$ cat src/design/rrsb_pkg.sv
// ----------------------------------------------------------------------------
// rrsb_pkg: shared types and constants for the round-robin shared bus
// Request and response payloads, status codes and the controller/datapath
// command and status bundles.
// ----------------------------------------------------------------------------
package rrsb_pkg;

   localparam int MAX_ROUTERS_DEF = 16;
   localparam int NUM_W           = 5;
   localparam int ROUTER_W        = 4;
   localparam int WORD_W          = 32;
   localparam int STATUS_W        = 2;

   localparam logic [NUM_W-1:0] NUM_ROUTERS_RST = NUM_W'(16);

   // request kinds
   localparam logic REQ_SEND = 1'b0;
   localparam logic REQ_TICK = 1'b1;

   // status codes
   localparam logic [STATUS_W-1:0] STATUS_OK        = 2'd0;
   localparam logic [STATUS_W-1:0] STATUS_NOT_CONN  = 2'd1;
   localparam logic [STATUS_W-1:0] STATUS_NONE_LEFT = 2'd2;

   typedef struct packed {
      logic                req_type;
      logic [ROUTER_W-1:0] router;
      logic                send_valid;
      logic [WORD_W-1:0]   send_value;
      logic                drop;
   } req_payload_type;

   typedef struct packed {
      logic [STATUS_W-1:0] status;
      logic                bus_valid;
      logic [WORD_W-1:0]   bus_data;
      logic [ROUTER_W-1:0] winner_router;
   } rsp_payload_type;

   // controller to datapath
   typedef struct packed {
      logic accept;
      logic init_step;
      logic set_nc;
      logic set_none;
      logic send_write;
      logic scan_step;
      logic addr_last;
      logic win_capture;
      logic drop_move;
      logic finish;
   } ctl_cmd_type;

   // datapath to controller
   typedef struct packed {
      logic init_last;
      logic is_tick;
      logic known;
      logic count_zero;
      logic do_drop;
      logic hit;
      logic scan_last;
      logic rsp_free;
   } dp_status_type;

endpackage

$ cat src/design/rrsb_ctrl.sv
// ----------------------------------------------------------------------------
// rrsb_ctrl: request sequencer for the round-robin shared bus
// Steps each request through decode, slot write (send), slot scan, winner
// lookup, router drop and response hand-off, and runs the map initialization sweep.
// ----------------------------------------------------------------------------
module rrsb_ctrl
   import rrsb_pkg::*;
(
   input  logic          clock,
   input  logic          reset,
   input  logic          csr_fire,
   input  logic          csr_valid,
   input  logic          req_valid,
   output logic          req_stall,
   input  dp_status_type dp_sts,
   output ctl_cmd_type   cmd
);

   typedef enum logic [10:0] {
      S_INIT    = 11'b000_0000_0001,
      S_IDLE    = 11'b000_0000_0010,
      S_DECODE  = 11'b000_0000_0100,
      S_SEND_RD = 11'b000_0000_1000,
      S_SEND_WR = 11'b000_0001_0000,
      S_SCAN    = 11'b000_0010_0000,
      S_WIN_RD  = 11'b000_0100_0000,
      S_WIN_CAP = 11'b000_1000_0000,
      S_DROP_RD = 11'b001_0000_0000,
      S_DROP_MV = 11'b010_0000_0000,
      S_FINISH  = 11'b100_0000_0000
   } state_type;

   state_type state_ff, state_in;
   state_type drop_next;
   logic      drop_nc;

   // where a tick goes once arbitration is settled
   always_comb begin
      drop_nc   = 1'b0;
      drop_next = S_FINISH;
      if (dp_sts.do_drop) begin
         if (dp_sts.known) begin
            drop_next = S_DROP_RD;
         end else begin
            drop_nc = 1'b1;
         end
      end
   end

   // next state and commands
   always_comb begin
      state_in = state_ff;
      cmd      = '0;
      unique case (state_ff)
         S_INIT: begin
            cmd.init_step = 1'b1;
            if (dp_sts.init_last) begin
               state_in = S_IDLE;
            end
         end
         S_IDLE: begin
            if (req_valid && !csr_valid) begin
               cmd.accept = 1'b1;
               state_in   = S_DECODE;
            end
         end
         S_DECODE: begin
            if (!dp_sts.is_tick) begin
               if (dp_sts.known) begin
                  state_in = S_SEND_RD;
               end else begin
                  cmd.set_nc = 1'b1;
                  state_in   = S_FINISH;
               end
            end else if (dp_sts.count_zero) begin
               cmd.set_none = 1'b1;
               state_in     = S_FINISH;
            end else begin
               state_in = S_SCAN;
            end
         end
         S_SEND_RD: begin
            state_in = S_SEND_WR;
         end
         S_SEND_WR: begin
            cmd.send_write = 1'b1;
            state_in       = S_FINISH;
         end
         S_SCAN: begin
            cmd.scan_step = 1'b1;
            if (dp_sts.hit) begin
               state_in = S_WIN_RD;
            end else if (dp_sts.scan_last) begin
               cmd.set_nc = drop_nc;
               state_in   = drop_next;
            end
         end
         S_WIN_RD: begin
            state_in = S_WIN_CAP;
         end
         S_WIN_CAP: begin
            cmd.win_capture = 1'b1;
            cmd.set_nc      = drop_nc;
            state_in        = drop_next;
         end
         S_DROP_RD: begin
            cmd.addr_last = 1'b1;
            state_in      = S_DROP_MV;
         end
         S_DROP_MV: begin
            cmd.drop_move = 1'b1;
            state_in      = S_FINISH;
         end
         S_FINISH: begin
            if (dp_sts.rsp_free) begin
               cmd.finish = 1'b1;
               state_in   = S_IDLE;
            end
         end
         default: begin
            state_in = S_INIT;
         end
      endcase
      if (csr_fire) begin
         state_in = S_INIT;
      end
   end

   always_ff @(posedge clock) begin
      if (reset) begin
         state_ff <= S_INIT;
      end else begin
         state_ff <= state_in;
      end
   end

   assign req_stall = (state_ff != S_IDLE) || csr_valid;

endmodule

$ cat src/design/rrsb_dpath.sv
// ----------------------------------------------------------------------------
// rrsb_dpath: slot storage and arbitration datapath
// Holds slot words, slot/router maps, full and connected bits, the active
// count, the round-robin pointer and the response register.
// ----------------------------------------------------------------------------
module rrsb_dpath
   import rrsb_pkg::*;
#(
   parameter int MAX_ROUTERS = MAX_ROUTERS_DEF
) (
   input  logic            clock,
   input  logic            reset,
   input  logic            csr_fire,
   input  logic [NUM_W-1:0] csr_data,
   input  req_payload_type req_data,
   input  ctl_cmd_type     cmd,
   output dp_status_type   dp_sts,
   output logic            rsp_valid,
   input  logic            rsp_stall,
   output rsp_payload_type rsp_data
);

   localparam int SLOT_W = $clog2(MAX_ROUTERS);
   localparam int CNT_W  = $clog2(MAX_ROUTERS + 1);

   // memories
   logic [WORD_W-1:0] slot_word_ff   [MAX_ROUTERS];
   logic [SLOT_W-1:0] slot_owner_ff  [MAX_ROUTERS];
   logic [SLOT_W-1:0] router_slot_ff [MAX_ROUTERS];
   logic [WORD_W-1:0] word_rd_ff;
   logic [SLOT_W-1:0] owner_rd_ff;
   logic [SLOT_W-1:0] rs_rd_ff;

   // per-slot and per-router bits
   logic [MAX_ROUTERS-1:0] full_ff;
   logic [MAX_ROUTERS-1:0] full_in;
   logic [MAX_ROUTERS-1:0] conn_ff;

   // control and scan state
   req_payload_type req_ff;
   logic [CNT_W-1:0]  count_ff;
   logic [SLOT_W-1:0] next_ff;
   logic [SLOT_W-1:0] init_cnt_ff;
   logic [SLOT_W-1:0] idx_ff;
   logic [CNT_W-1:0]  scan_cnt_ff;
   logic [SLOT_W-1:0] win_ff;
   logic              granted_ff;
   logic [STATUS_W-1:0] status_ff;
   logic [WORD_W-1:0]   bus_data_ff;
   logic [ROUTER_W-1:0] winner_ff;
   logic              rsp_valid_ff;
   rsp_payload_type   rsp_ff;

   logic [NUM_W-1:0]  n_raw;
   logic [CNT_W-1:0]  n_sat;
   logic [SLOT_W-1:0] r_idx;
   logic [SLOT_W-1:0] last_slot;
   logic [SLOT_W-1:0] word_addr;
   logic              in_range;
   logic [SLOT_W-1:0] idx_red;
   logic              hit;
   logic [SLOT_W-1:0] idx_next;
   logic [CNT_W-1:0]  win_inc;
   logic [SLOT_W-1:0] next_grant;
   logic              known;
   logic              move_en;
   logic              rsp_free;

   // router count after reset or a register write, clamped to 1..MAX_ROUTERS
   assign n_raw = reset ? NUM_ROUTERS_RST : csr_data;
   always_comb begin
      if (n_raw == '0) begin
         n_sat = CNT_W'(1);
      end else if (int'(n_raw) > MAX_ROUTERS) begin
         n_sat = CNT_W'(MAX_ROUTERS);
      end else begin
         n_sat = CNT_W'(n_raw);
      end
   end

   // addressing
   assign r_idx     = SLOT_W'(req_ff.router);
   assign known     = (int'(req_ff.router) < MAX_ROUTERS) && conn_ff[r_idx];
   assign last_slot = SLOT_W'(count_ff - CNT_W'(1));
   assign word_addr = cmd.addr_last ? last_slot : win_ff;
   assign move_en   = cmd.drop_move && (rs_rd_ff != last_slot);
   assign rsp_free  = !rsp_valid_ff || !rsp_stall;

   // scan start: the raw pointer is brought below the active count by
   // subtracting the count once per cycle, then slots are checked in order
   assign in_range = (CNT_W'(idx_ff) < count_ff);
   assign idx_red  = SLOT_W'(CNT_W'(idx_ff) - count_ff);
   assign hit      = in_range && full_ff[idx_ff];
   assign idx_next = (CNT_W'(idx_ff) + CNT_W'(1) == count_ff) ? '0 : idx_ff + SLOT_W'(1);

   // pointer after a grant: (win + 1) mod count
   assign win_inc = CNT_W'(win_ff) + CNT_W'(1);
   always_comb begin
      if (count_ff <= CNT_W'(1)) begin
         next_grant = '0;
      end else if (win_inc >= count_ff) begin
         next_grant = SLOT_W'(win_inc - count_ff);
      end else begin
         next_grant = SLOT_W'(win_inc);
      end
   end

   // slot word memory
   always_ff @(posedge clock) begin
      if (cmd.send_write) begin
         slot_word_ff[rs_rd_ff] <= req_ff.send_valid ? req_ff.send_value : '0;
      end else if (move_en) begin
         slot_word_ff[rs_rd_ff] <= word_rd_ff;
      end
      word_rd_ff <= slot_word_ff[word_addr];
   end

   // slot owner memory (router in each active slot)
   always_ff @(posedge clock) begin
      if (cmd.init_step) begin
         slot_owner_ff[init_cnt_ff] <= init_cnt_ff;
      end else if (move_en) begin
         slot_owner_ff[rs_rd_ff] <= owner_rd_ff;
      end
      owner_rd_ff <= slot_owner_ff[word_addr];
   end

   // router slot memory
   always_ff @(posedge clock) begin
      if (cmd.init_step) begin
         router_slot_ff[init_cnt_ff] <= init_cnt_ff;
      end else if (move_en) begin
         router_slot_ff[owner_rd_ff] <= rs_rd_ff;
      end
      rs_rd_ff <= router_slot_ff[r_idx];
   end

   // next full bits: send writes the slot, drop pulls the last slot in
   always_comb begin
      full_in = full_ff;
      if (cmd.send_write) begin
         full_in[rs_rd_ff] = req_ff.send_valid;
      end
      if (cmd.drop_move) begin
         if (move_en) begin
            full_in[rs_rd_ff] = full_ff[last_slot];
         end
         full_in[last_slot] = 1'b0;
      end
   end

   // bus state
   always_ff @(posedge clock) begin
      if (reset || csr_fire) begin
         full_ff     <= '0;
         count_ff    <= n_sat;
         next_ff     <= '0;
         init_cnt_ff <= '0;
         for (int i = 0; i < MAX_ROUTERS; i++) begin
            conn_ff[i] <= (i < int'(n_sat));
         end
      end else begin
         full_ff <= full_in;
         if (cmd.init_step) begin
            init_cnt_ff <= init_cnt_ff + SLOT_W'(1);
         end
         if (cmd.drop_move) begin
            conn_ff[r_idx] <= 1'b0;
            count_ff       <= count_ff - CNT_W'(1);
         end
         if (cmd.finish && req_ff.req_type == REQ_TICK) begin
            if (granted_ff) begin
               next_ff <= next_grant;
            end else if (count_ff == '0) begin
               next_ff <= '0;
            end
         end
      end
   end

   // request latch and scan
   always_ff @(posedge clock) begin
      if (cmd.accept) begin
         req_ff      <= req_data;
         idx_ff      <= next_ff;
         scan_cnt_ff <= '0;
         status_ff   <= STATUS_OK;
         bus_data_ff <= '0;
         winner_ff   <= '0;
      end
      if (cmd.scan_step) begin
         if (!in_range) begin
            idx_ff <= idx_red;
         end else if (!full_ff[idx_ff]) begin
            idx_ff      <= idx_next;
            scan_cnt_ff <= scan_cnt_ff + CNT_W'(1);
         end
         win_ff <= idx_ff;
      end
      if (cmd.win_capture) begin
         bus_data_ff <= word_rd_ff;
         winner_ff   <= ROUTER_W'(owner_rd_ff);
      end
      if (cmd.set_nc) begin
         status_ff <= STATUS_NOT_CONN;
      end else if (cmd.set_none) begin
         status_ff <= STATUS_NONE_LEFT;
      end
   end

   // grant flag
   always_ff @(posedge clock) begin
      if (reset || cmd.accept) begin
         granted_ff <= 1'b0;
      end else if (cmd.scan_step && hit) begin
         granted_ff <= 1'b1;
      end
   end

   // response register
   always_ff @(posedge clock) begin
      if (reset) begin
         rsp_valid_ff <= 1'b0;
      end else if (cmd.finish) begin
         rsp_valid_ff <= 1'b1;
      end else if (!rsp_stall) begin
         rsp_valid_ff <= 1'b0;
      end
      if (cmd.finish) begin
         rsp_ff.status        <= status_ff;
         rsp_ff.bus_valid     <= granted_ff;
         rsp_ff.bus_data      <= bus_data_ff;
         rsp_ff.winner_router <= winner_ff;
      end
   end

   assign rsp_valid = rsp_valid_ff;
   assign rsp_data  = rsp_ff;

   // status to controller
   assign dp_sts.init_last  = (init_cnt_ff == SLOT_W'(MAX_ROUTERS - 1));
   assign dp_sts.is_tick    = (req_ff.req_type == REQ_TICK);
   assign dp_sts.known      = known;
   assign dp_sts.count_zero = (count_ff == '0);
   assign dp_sts.do_drop    = req_ff.drop;
   assign dp_sts.hit        = hit;
   assign dp_sts.scan_last  = in_range && (scan_cnt_ff == count_ff - CNT_W'(1));
   assign dp_sts.rsp_free   = rsp_free;

endmodule

$ cat src/design/round_robin_shared_bus.sv
// ----------------------------------------------------------------------------
// round_robin_shared_bus: shared bus with round-robin grant
// Routers post words into their slots; a tick request grants one full slot.
// ----------------------------------------------------------------------------
// Usage:
//   req_*  : request channel (valid/stall). A send request stores a router's
//            word in its slot; a tick request arbitrates and may drop a router.
//   rsp_*  : one response per request (valid/stall), from an output register.
//   csr_*  : write of the router count (valid/ready, always ready); it
//            restarts the bus. Write it only while no request is in flight.
// Sequence: a send reads the router's slot map entry and writes the word;
// an unknown router is answered not-connected without a write. A tick
// with no routers left is answered none-left. Otherwise the pointer is
// first brought below the active count, then slots are checked in order
// (one reduction step or one slot per cycle); on a grant the winner's word
// and router are read, and a dropped router's slot is refilled from the last.
// The response is valid by the time the next request can be taken.
// After reset and after each count write, an init sweep over all MAX_ROUTERS
// map entries loads the slot maps; requests are stalled meanwhile.
// A stalled response holds; the next request is still taken, but its
// response waits in the sequencer until the output register frees up.
// ----------------------------------------------------------------------------
module round_robin_shared_bus
   import rrsb_pkg::*;
#(
   parameter int MAX_ROUTERS = MAX_ROUTERS_DEF
) (
   input  logic             clock,
   input  logic             reset,
   input  logic             req_valid,
   output logic             req_stall,
   input  req_payload_type  req_data,
   output logic             rsp_valid,
   input  logic             rsp_stall,
   output rsp_payload_type  rsp_data,
   input  logic             csr_valid,
   output logic             csr_ready,
   input  logic [NUM_W-1:0] csr_data
);

   ctl_cmd_type   cmd;
   dp_status_type dp_sts;
   logic          csr_fire;

   // register write port is always open
   assign csr_ready = 1'b1;
   assign csr_fire  = csr_valid && csr_ready;

   rrsb_ctrl u_ctrl (
      .clock     (clock),
      .reset     (reset),
      .csr_fire  (csr_fire),
      .csr_valid (csr_valid),
      .req_valid (req_valid),
      .req_stall (req_stall),
      .dp_sts    (dp_sts),
      .cmd       (cmd)
   );

   rrsb_dpath #(
      .MAX_ROUTERS (MAX_ROUTERS)
   ) u_dpath (
      .clock     (clock),
      .reset     (reset),
      .csr_fire  (csr_fire),
      .csr_data  (csr_data),
      .req_data  (req_data),
      .cmd       (cmd),
      .dp_sts    (dp_sts),
      .rsp_valid (rsp_valid),
      .rsp_stall (rsp_stall),
      .rsp_data  (rsp_data)
   );

endmodule
$ cat config.mk
export PLATFORM = sky130hd
export DESIGN_NAME = round_robin_shared_bus
export DESIGN_NICKNAME = d
export VERILOG_FILES = /design/src/design/rrsb_pkg.sv /design/src/design/rrsb_ctrl.sv /design/src/design/rrsb_dpath.sv /design/src/design/round_robin_shared_bus.sv
export SDC_FILE = /design/constraint.sdc
export NUM_CORES = 1
export LEC_CHECK = 0
export BUFFER_PORTS_ARGS = -buffer_cell sky130_fd_sc_hd__buf_2
export CORE_MARGIN = 2
export CORE_UTILIZATION = 40
export CTS_BUF_LIST = sky130_fd_sc_hd__clkbuf_8
export CTS_CLUSTER_DIAMETER = 120
export DETAILED_ROUTE_END_ITERATION = 8
export PLACE_DENSITY_LB_ADDON = 0.1
export RECOVER_POWER = 25
export SYNTH_ARGS = -nofsm -noshare
export SYNTH_HDL_FRONTEND = slang
export SYNTH_HIERARCHICAL = 1
export SYNTH_SLANG_ARGS = --single-unit
$ cat constraint.sdc
create_clock -name clock -period 5.85 [get_ports clock]
set_input_delay 0.2925 -clock clock [delete_from_list [all_inputs] [get_ports clock]]
set_output_delay 0.2925 -clock clock [all_outputs]
set_load 0.02 [all_outputs]
==> flow_metrics.py, run 1 <==
metrics = {
    "job": {
        "cap_viol_max_count": 5,
    },
    "yosys": {
        "ys_top_cells_by_area": "edfxtp_1 66%, mux4_2 11%, dfxtp_1 5.0%, mux2i_1 1.9%, nand2_1 1.4%",
        "synth_top_area_share_pct": 66.0,
        "yosysWarnings": 6,
        "syn_nets": 2140,
        "async_flop_share_pct": 0,
        "syn_inst": 2070,
        "synth-edff-count": 779,
        "netlist_top_cells_count": "779 x edfxtp_1, 177 x mux4_2, 135 x nand2_1, 123 x nor2_1",
        "yosysTopAreaCell": "edfxtp_1",
        "yosysMostFrequentCell": "edfxtp_1",
        "synth-seq-cells": 867,
        "syn_avg_cell_area_sq_um": 17.1,
        "synthesis.area_sq_um": 35400,
        "ys_seq_area_share_pct": 71.0,
        "ys_types": 80,
        "ys.flop_type": "edfxtp_1",
    },
    "place": {
        "dp_hpwl_microns": 50000,
        "detailed_place.area_sq_um": 37300,
        "place.gp.congestion": 0.842,
        "numPortBuffers": 89,
    },
    "clock_tree": {
        "clk_path_buf_depth": 3,
        "cts.sinks": 867,
        "clk_latency_ns": 0.82,
        "clk_pin_slew_ns": 0.06,
        "cts_setup_buffers": 0,
        "cts-buffers-inserted": 151,
        "htreeDepth": 4,
        "root_buffer": "clkbuf_8",
        "cts_tree": "built",
    },
    "setup_path": {
        "r2r_slack_ns": 0.98,
        "r2r_start": "u_ctrl/state_ff[5]",
        "crit_chain": "or4_1 -> nor2_1 -> and3b_1 -> a21boi_0 -> clkbuf_1 -> nor2_4 -> clkbuf_1",
        "cp_slowest_cell": "clkbuf_1",
        "crit_path_max_fanout": 20,
        "critPathMaxStageDelay_ns": 1.48,
        "worst_ep_required_time_ns": 6.23,
        "crit_type": "reg -> reg",
        "cp.depth": 7,
        "r2r_cells": 7,
        "setup.worst_path.start_class": "flip-flop",
        "cpMostUsedCell": "clkbuf_1",
        "critPathBufInv": 2,
        "critPathTopFamily": "simple AND/OR/NAND/NOR gates",
        "worst_ep_arrival_time_ns": 5.25,
        "cp-end-kind": "flip-flop",
        "cp-startpoint": "u_ctrl/state_ff[5]",
        "r2r_end": "u_dpath/slot_word_ff[13][15]",
    },
    "power": {
        "ir_worst_vdd_uv": 213,
        "total_power_uw": 12300,
        "p_per_area_nw_per_um2": 303,
        "p_leak_uw": 0.0136,
    },
    "floorplan": {
        "die_h_microns": 302,
        "die_w_microns": 302,
        "rows": 109,
        "die-area_sq_um": 91000,
        "start_util_pct": 40.2,
        "io_pins": 91,
        "coreArea_sq_um": 88100,
    },
    "global_routing": {
        "grtUsageTotal_pct": 19.5,
        "grtUsageMet1_pct": 26.3,
        "grtUsageMet2_pct": 32.0,
        "gr-usage-met3_pct": 3.70,
        "grt_overflow": 0,
        "grt_max_degree": 68,
        "grt_pass1_wl_microns": 130000,
        "grt.busiest_layer": "met2",
        "grt_pass1_vias": 20300,
        "antenna_found_initial": 2,
    },
    "detailed_routing": {
        "wl_microns": 87300,
        "drcViolationCount": 0,
        "num_vias": 19500,
        "via_per_inst": 5.44,
        "post_drt_wl_per_cell_microns": 24.4,
        "drt.antenna.violating_nets": 0,
        "first_iter_violations": 1409,
        "dr.pass1.iters": 5,
    },
    "timing": {
        "fmax_mhz": 206,
        "rsz0062_at_grt": "false",
        "worstMarginPinSlew_ns": 2.62,
        "finClkSkew_ns": 0.0390,
        "finalCritPeriodShare_pct": 83.2,
        "hold_viol_final": 0,
        "slew_viol_final": 158,
        "setup_tns_ns": 0,
        "period_needed_ns": 4.87,
        "slew_headroom_pct": -74.7,
        "setup-violations-final": 0,
    },
    "hold_path": {
        "min-delay-path-class": "in -> reg",
        "hold_start": "csr_valid",
        "hold_depth": 2,
        "hold_end": "u_dpath/conn_ff[15]",
    },
    "outcome": {
        "outcome": "complete, but fails checks",
        "violations": "capacitance limit, slew limit",
    },
    "cells_and_area": {
        "layout.nets": 2354,
        "syn2layout_area_growth_pct": 14.4,
        "fin_area_sq_um": 40600,
        "layout-drive-gt1-share_pct": 21.3,
    },
}
==> metal layers <==
metal / wire length (microns) / up-vias
met2: 42800 / 562
met4: 1850 / 0
met5: 0 / -
met1: 38400 / 10100
met3: 4290 / 159
li1: - / 8623
==> cell families (layout without fill, tap and decap cells) <==
logic type / count (synthesis) / in the layout / synth area share (%)
and+or+nand+nor: 504 / 504 / 7.26
AOI/OAI and AO/OA: 243 / 243 / 4.44
muxes: 254 / 254 / 13.5
DFF: 867 / 867 / 71.0
adders and majority gates: 21 / 21 / 0.784
xor gates and xnor gates: 30 / 30 / 0.823
buffers and inverters: 150 / 489 / 2.26
other: 1 / 5 / 0.0106
==> per-stage QoR <==
step / instances / setup slack (ns) / hold WS [ns] / utilization, %
after detailed placement: 3247 / 1.62 / 0.405 / 42.3
after floorplan: 2070 / 1.64 / 0.391 / -
final: 3578 / 0.985 / 0.101 / 46.0
after global placement: 3247 / 1.64 / 0.401 / 42.3
after global routing: 3578 / 0.623 / 0.0745 / 46.0
after CTS: 3574 / 1.57 / 0.0192 / 46.2
==> worst max path at each step <==
stage / end / slack [ns]
3_5_place_dp: u_dpath/owner_rd_ff[1] / 1.62
3_3_place_gp: u_dpath/owner_rd_ff[1] / 1.64
4_1_cts: u_dpath/owner_rd_ff[1] / 1.57
6_report: u_dpath/slot_word_ff[13][15] / 0.98
2_1_floorplan: u_dpath/bus_data_ff[0] / 1.64
5_1_grt: u_dpath/bus_data_ff[19] / 0.62
==> sequential cells by signal, summed over array words and instances (netlist names), 5 cells and up <==
name	cells
u_dpath/req_ff	33
u_dpath/slot_owner_ff	64
u_dpath/rsp_data	39
u_ctrl/state_ff	11
u_dpath/slot_word_ff	512
u_dpath/count_ff	5
u_dpath/scan_cnt_ff	5
u_dpath/conn_ff	16
u_dpath/word_rd_ff	32
u_dpath/bus_data_ff	32
u_dpath/full_ff	16
u_dpath/router_slot_ff	64
==> cell type report <==
cell class              instances  area (sq um)
fillers                      7758         47500
flip-flops and latches        867         25200
multi-input cells            1053          9590
clock buffers                 169          2330
well taps                    1165          1460
repair buffers                189          1330
clock inverters               109           618
inverters                      22          82.6
diodes                          4          10.0
==> layout by cell type (no fill, tap or decap), types with 8 or more instances in the layout <==
cell type and n:
o21ai_0 20, clkbuf_8 169, nor2_1 108, clkbuf_1 49, mux2i_1 68, a31oi_1 25, nor2b_1 46, a211oi_1 46
a21oi_1 88, buf_4 32, and3_1 16, xor2_1 9, ha_1 19, dfxtp_1 88, xnor2_1 19, edfxtp_1 779
buf_12 8, nand3_1 57, nor2_4 17, buf_2 49, and2_1 33, clkinv_1 17, nand2b_1 13, inv_1 87
nor3_1 15, clkinv_2 9, mux4_2 177, nand2_1 135, dlygate4sd3_1 49, nand4_1 8
==> where the power goes <==
group	internal (uW)	switching [uW]	total [uW]
sequential	6690	21.5	6710
combinational	106	161	267
clock	2810	2520	5330
total	9610	2700	12300
==> worst reg2reg max path: stages, from the launching register on <==
cell      delay, ns
dfxtp_1        0.40
or4_1          0.73
nor2_1         0.67
and3b_1        0.55
a21boi_0       0.15
clkbuf_1       0.25
nor2_4         0.16
clkbuf_1       1.48
==> repair_timing <==
action                    CTS  global route
gates resized for setup     0             0
hold endpoints to repair   61             0
hold buffers               49             0
Power figures use the tool's default switching activity.
==> inputs of run 2 (changes only) <==
--- a/config.mk
+++ b/config.mk
@@ -5,6 +5,7 @@
 export SDC_FILE = /design/constraint.sdc
 export NUM_CORES = 1
 export LEC_CHECK = 0
+export ABC_AREA = 1
 export BUFFER_PORTS_ARGS = -buffer_cell sky130_fd_sc_hd__buf_2
 export CORE_MARGIN = 2
 export CORE_UTILIZATION = 40
==> constraint.sdc (replaced) <==
create_clock -name clock -period 4 [get_ports clock]
set_input_delay 0.2 -clock clock [delete_from_list [all_inputs] [get_ports clock]]
set_output_delay 0.2 -clock clock [all_outputs]
set_load 0.02 [all_outputs]
==> run 2 against run 1 <==
  * The run still ends with capacitance limit, slew limit left
  * Clock power rose by 43%
  * Non-clock buffer count is 14 higher
  * Die area rose by 1.3%
  * First-iteration DRC count increased by 66%
  * Core utilization up 0.49 points
  * Register-to-register slack lost 0.62 ns
  * Cell area up 1.7%
  * Flip-flop and latch count stayed put
  * Routed wire length is 16% higher
  * Final cell count up 28%
  * Synthesized area increased by 1.3%
  * Global-route usage is 2.4 points higher
  * Critical endpoint is now u_dpath/bus_data_ff[12]
  * Largest cell class unchanged
  * Largest power group unchanged
  * Highest routed layer unchanged
==> flow_metrics.py, run 2 <==
metrics = {
    "floorplan": {
        "die_h_microns": 304,
        "coreArea_sq_um": 88600,
        "start_util_pct": 40.5,
        "io_pins": 91,
        "rows": 109,
        "die-area_sq_um": 92200,
        "die_w_microns": 304,
    },
    "setup_path": {
        "cpMostUsedCell": "nand2_1",
        "worst_ep_required_time_ns": 4.69,
        "worst_ep_arrival_time_ns": 4.32,
        "crit_path_max_fanout": 27,
        "cp-end-kind": "flip-flop",
        "critPathMaxStageDelay_ns": 1.35,
        "crit_chain": "nor2_2 -> nand2_4 -> nor2_1 -> nand2_1 -> clkinv_1 -> clkbuf_1 -> nand2_1 -> inv_1",
        "cp_slowest_cell": "clkbuf_1",
        "crit_type": "reg -> reg",
        "setup.worst_path.start_class": "flip-flop",
    },
    "detailed_routing": {
        "num_vias": 25000,
        "drcViolationCount": 0,
        "highest_layer": "met4",
        "wl_met2_microns": 47000,
        "post_drt_wl_per_cell_microns": 22.3,
        "drt.antenna.violating_nets": 0,
        "dr.pass1.iters": 5,
        "first_iter_violations": 2345,
        "via_per_inst": 5.47,
        "wl_microns": 102000,
        "route.met3.wl_microns": 7060,
        "met1Wirelength_microns": 45300,
    },
    "global_routing": {
        "grt_max_degree": 91,
        "grt_pass1_vias": 24700,
        "grtUsageTotal_pct": 21.9,
        "grt_pass1_wl_microns": 152000,
        "grt_overflow": 0,
        "antenna_found_initial": 3,
    },
    "timing": {
        "slew_headroom_pct": -20.0,
        "rsz0062_at_grt": "false",
        "fmax_mhz": 275,
        "slew_viol_final": 28,
        "worstMarginPinSlew_ns": 1.80,
        "hold_viol_final": 0,
        "finalCritPeriodShare_pct": 90.9,
        "hold_slack_ns": 0.0812,
        "period_needed_ns": 3.64,
        "finClkSkew_ns": 0.0443,
        "setup_tns_ns": 0,
        "setup-violations-final": 0,
    },
    "yosys": {
        "syn_avg_cell_area_sq_um": 11.6,
        "ys_top_cells_by_area": "edfxtp_1 65%, o21ai_0 5.0%, dfxtp_1 4.9%, nor2_1 4.7%, nand2_1 4.6%",
        "ys_seq_area_share_pct": 70.0,
        "synth-seq-cells": 867,
        "yosysWarnings": 6,
        "syn_nets": 3162,
        "yosysTopAreaCell": "edfxtp_1",
        "ys_types": 49,
        "syn_inst": 3092,
        "yosysMostFrequentCell": "edfxtp_1",
        "synth_top_area_share_pct": 65.1,
        "ys.flop_type": "edfxtp_1",
        "netlist_top_cells_count": "779 x edfxtp_1, 449 x nor2_1, 440 x nand2_1, 358 x o21ai_0, 203 x nand3_1",
        "synthesis.area_sq_um": 35900,
        "async_flop_share_pct": 0,
        "synth-edff-count": 779,
    },
    "outcome": {
        "outcome": "complete, but fails checks",
        "violations": "capacitance limit, slew limit",
    },
    "clock_tree": {
        "cts-buffers-inserted": 148,
        "cts.sinks": 867,
        "clk_path_buf_depth": 3,
        "clk_pin_slew_ns": 0.06,
        "cts_setup_buffers": 0,
        "htreeDepth": 4,
        "cts_tree": "built",
        "clk_latency_ns": 0.85,
        "root_buffer": "clkbuf_8",
    },
    "cells_and_area": {
        "largest_reg_flops": 512,
        "layout.nets": 3348,
        "regArea_sq_um": 25200,
        "layout_common_cells": "779 x edfxtp_1, 451 x nor2_1, 426 x nand2_1",
        "top_register": "u_dpath/slot_word_ff",
        "fin_cells": 4568,
        "layout_commonest_cell": "edfxtp_1",
        "biggestRegsByFlops": "u_dpath/slot_word_ff (512), u_dpath/router_slot_ff (64), u_dpath/slot_owner_ff (64)",
        "fill_cells": 8091,
        "syn2layout_area_growth_pct": 14.8,
        "fin_util_pct": 46.5,
        "layout-drive-gt1-share_pct": 11.1,
        "multi_input_area_sq_um": 9360,
    },
    "power": {
        "ir_worst_vdd_uv": 279,
        "p_per_area_nw_per_um2": 433,
        "p_leak_uw": 0.0150,
    },
    "place": {
        "place.gp.congestion": 0.890,
        "dp.cells": 4240,
        "dp_hpwl_microns": 58500,
        "numPortBuffers": 89,
    },
    "job": {
        "cap_viol_max_count": 1,
    },
    "hold_path": {
        "min-delay-path-class": "in -> reg",
    },
}
run 2: cell count changes after synthesis, sizes merged, moves of 40 or more:
cell | before | now
mux2i | 70 | 0
and2 | 40 | 0
clkbuf | 53 | 112
a21oi | 90 | 35
nor2b | 46 | 0
o211ai | 7 | 65
nand2 | 135 | 459
o21ai | 21 | 367
mux4 | 177 | 0
inv | 21 | 197
nand3 | 58 | 215
nor2 | 125 | 459
o221ai | 4 | 82
a211oi | 46 | 0
run 2: per-layer routing:
| layer | vias up | track usage [%] |
|---|---|---|
| met5 | - | 0 |
| met4 | 0 | 6.68 |
| met3 | 178 | 4.42 |
| met2 | 897 | 35.0 |
| met1 | 12500 | 30.2 |
| li1 | 11500 | - |
run 2: worst paths after layout:
check	startpoint	end	slack [ns]	depth (start not counted)
min reg2reg	u_dpath/bus_data_ff[29]	u_dpath/rsp_data[33]	0.41	0
max	u_ctrl/state_ff[8]	u_dpath/bus_data_ff[12]	0.36	8
max reg2reg	u_ctrl/state_ff[8]	u_dpath/bus_data_ff[12]	0.36	8
min	req_data[30]	u_dpath/req_ff[30]	0.08	2
run 2: logic make-up (layout without fill, tap and decap cells):
logic type / count (synthesis) / after routing / share of synthesized area, %
adders and majority gates: 21 / 21 / 0.773
and+or+nand+nor: 1210 / 1210 / 14.5
DFF: 867 / 867 / 70.0
xor gates and xnor gates: 12 / 12 / 0.293
AOI/OAI and AO/OA: 615 / 615 / 10.3
other: 1 / 4 / 0.0104
buffers and inverters: 366 / 674 / 4.14
run 2: cell type report:
| class | count | area share, % |
|---|---|---|
| repair buffers | 203 | 4.04 |
| diodes | 3 | 0.0182 |
| well taps | 1165 | 3.53 |
| clock buffers | 162 | 5.41 |
| multi-input cells | 1859 | 22.7 |
| flip-flops and latches | 867 | 61.0 |
| clock inverters | 110 | 1.52 |
| inverters | 199 | 1.83 |
run 2: critical path: cells and delay by family (launching register included):
kind | cells | cell delay, ns
buffers and inverters | 3 | 1.95
flip-flops | 1 | 0.34
AND/OR/NAND/NOR | 5 | 1.18
run 2: what timing repair did:
| action | CTS | global route |
|---|---|---|
| hold endpoints to repair | 73 | 0 |
| hold buffers | 53 | 0 |
| gates resized for setup | 0 | 0 |
run 2: through the flow:
step | total power [uW] | setup slack [ns] | area [sq um]
after global placement | 10400 | 0.597 | 38000
after global routing | 18500 | 0.0867 | 41200
final | 17900 | 0.363 | 41300
after detailed placement | 10400 | 0.454 | 38000
after floorplan | 10200 | 0.455 | 35900
after CTS | 18100 | 0.424 | 41400
run 2: report_power, final:
group          internal [uW]  switching [uW]
Clock                   3970            3670
Sequential              9790            30.2
Combinational            140             278
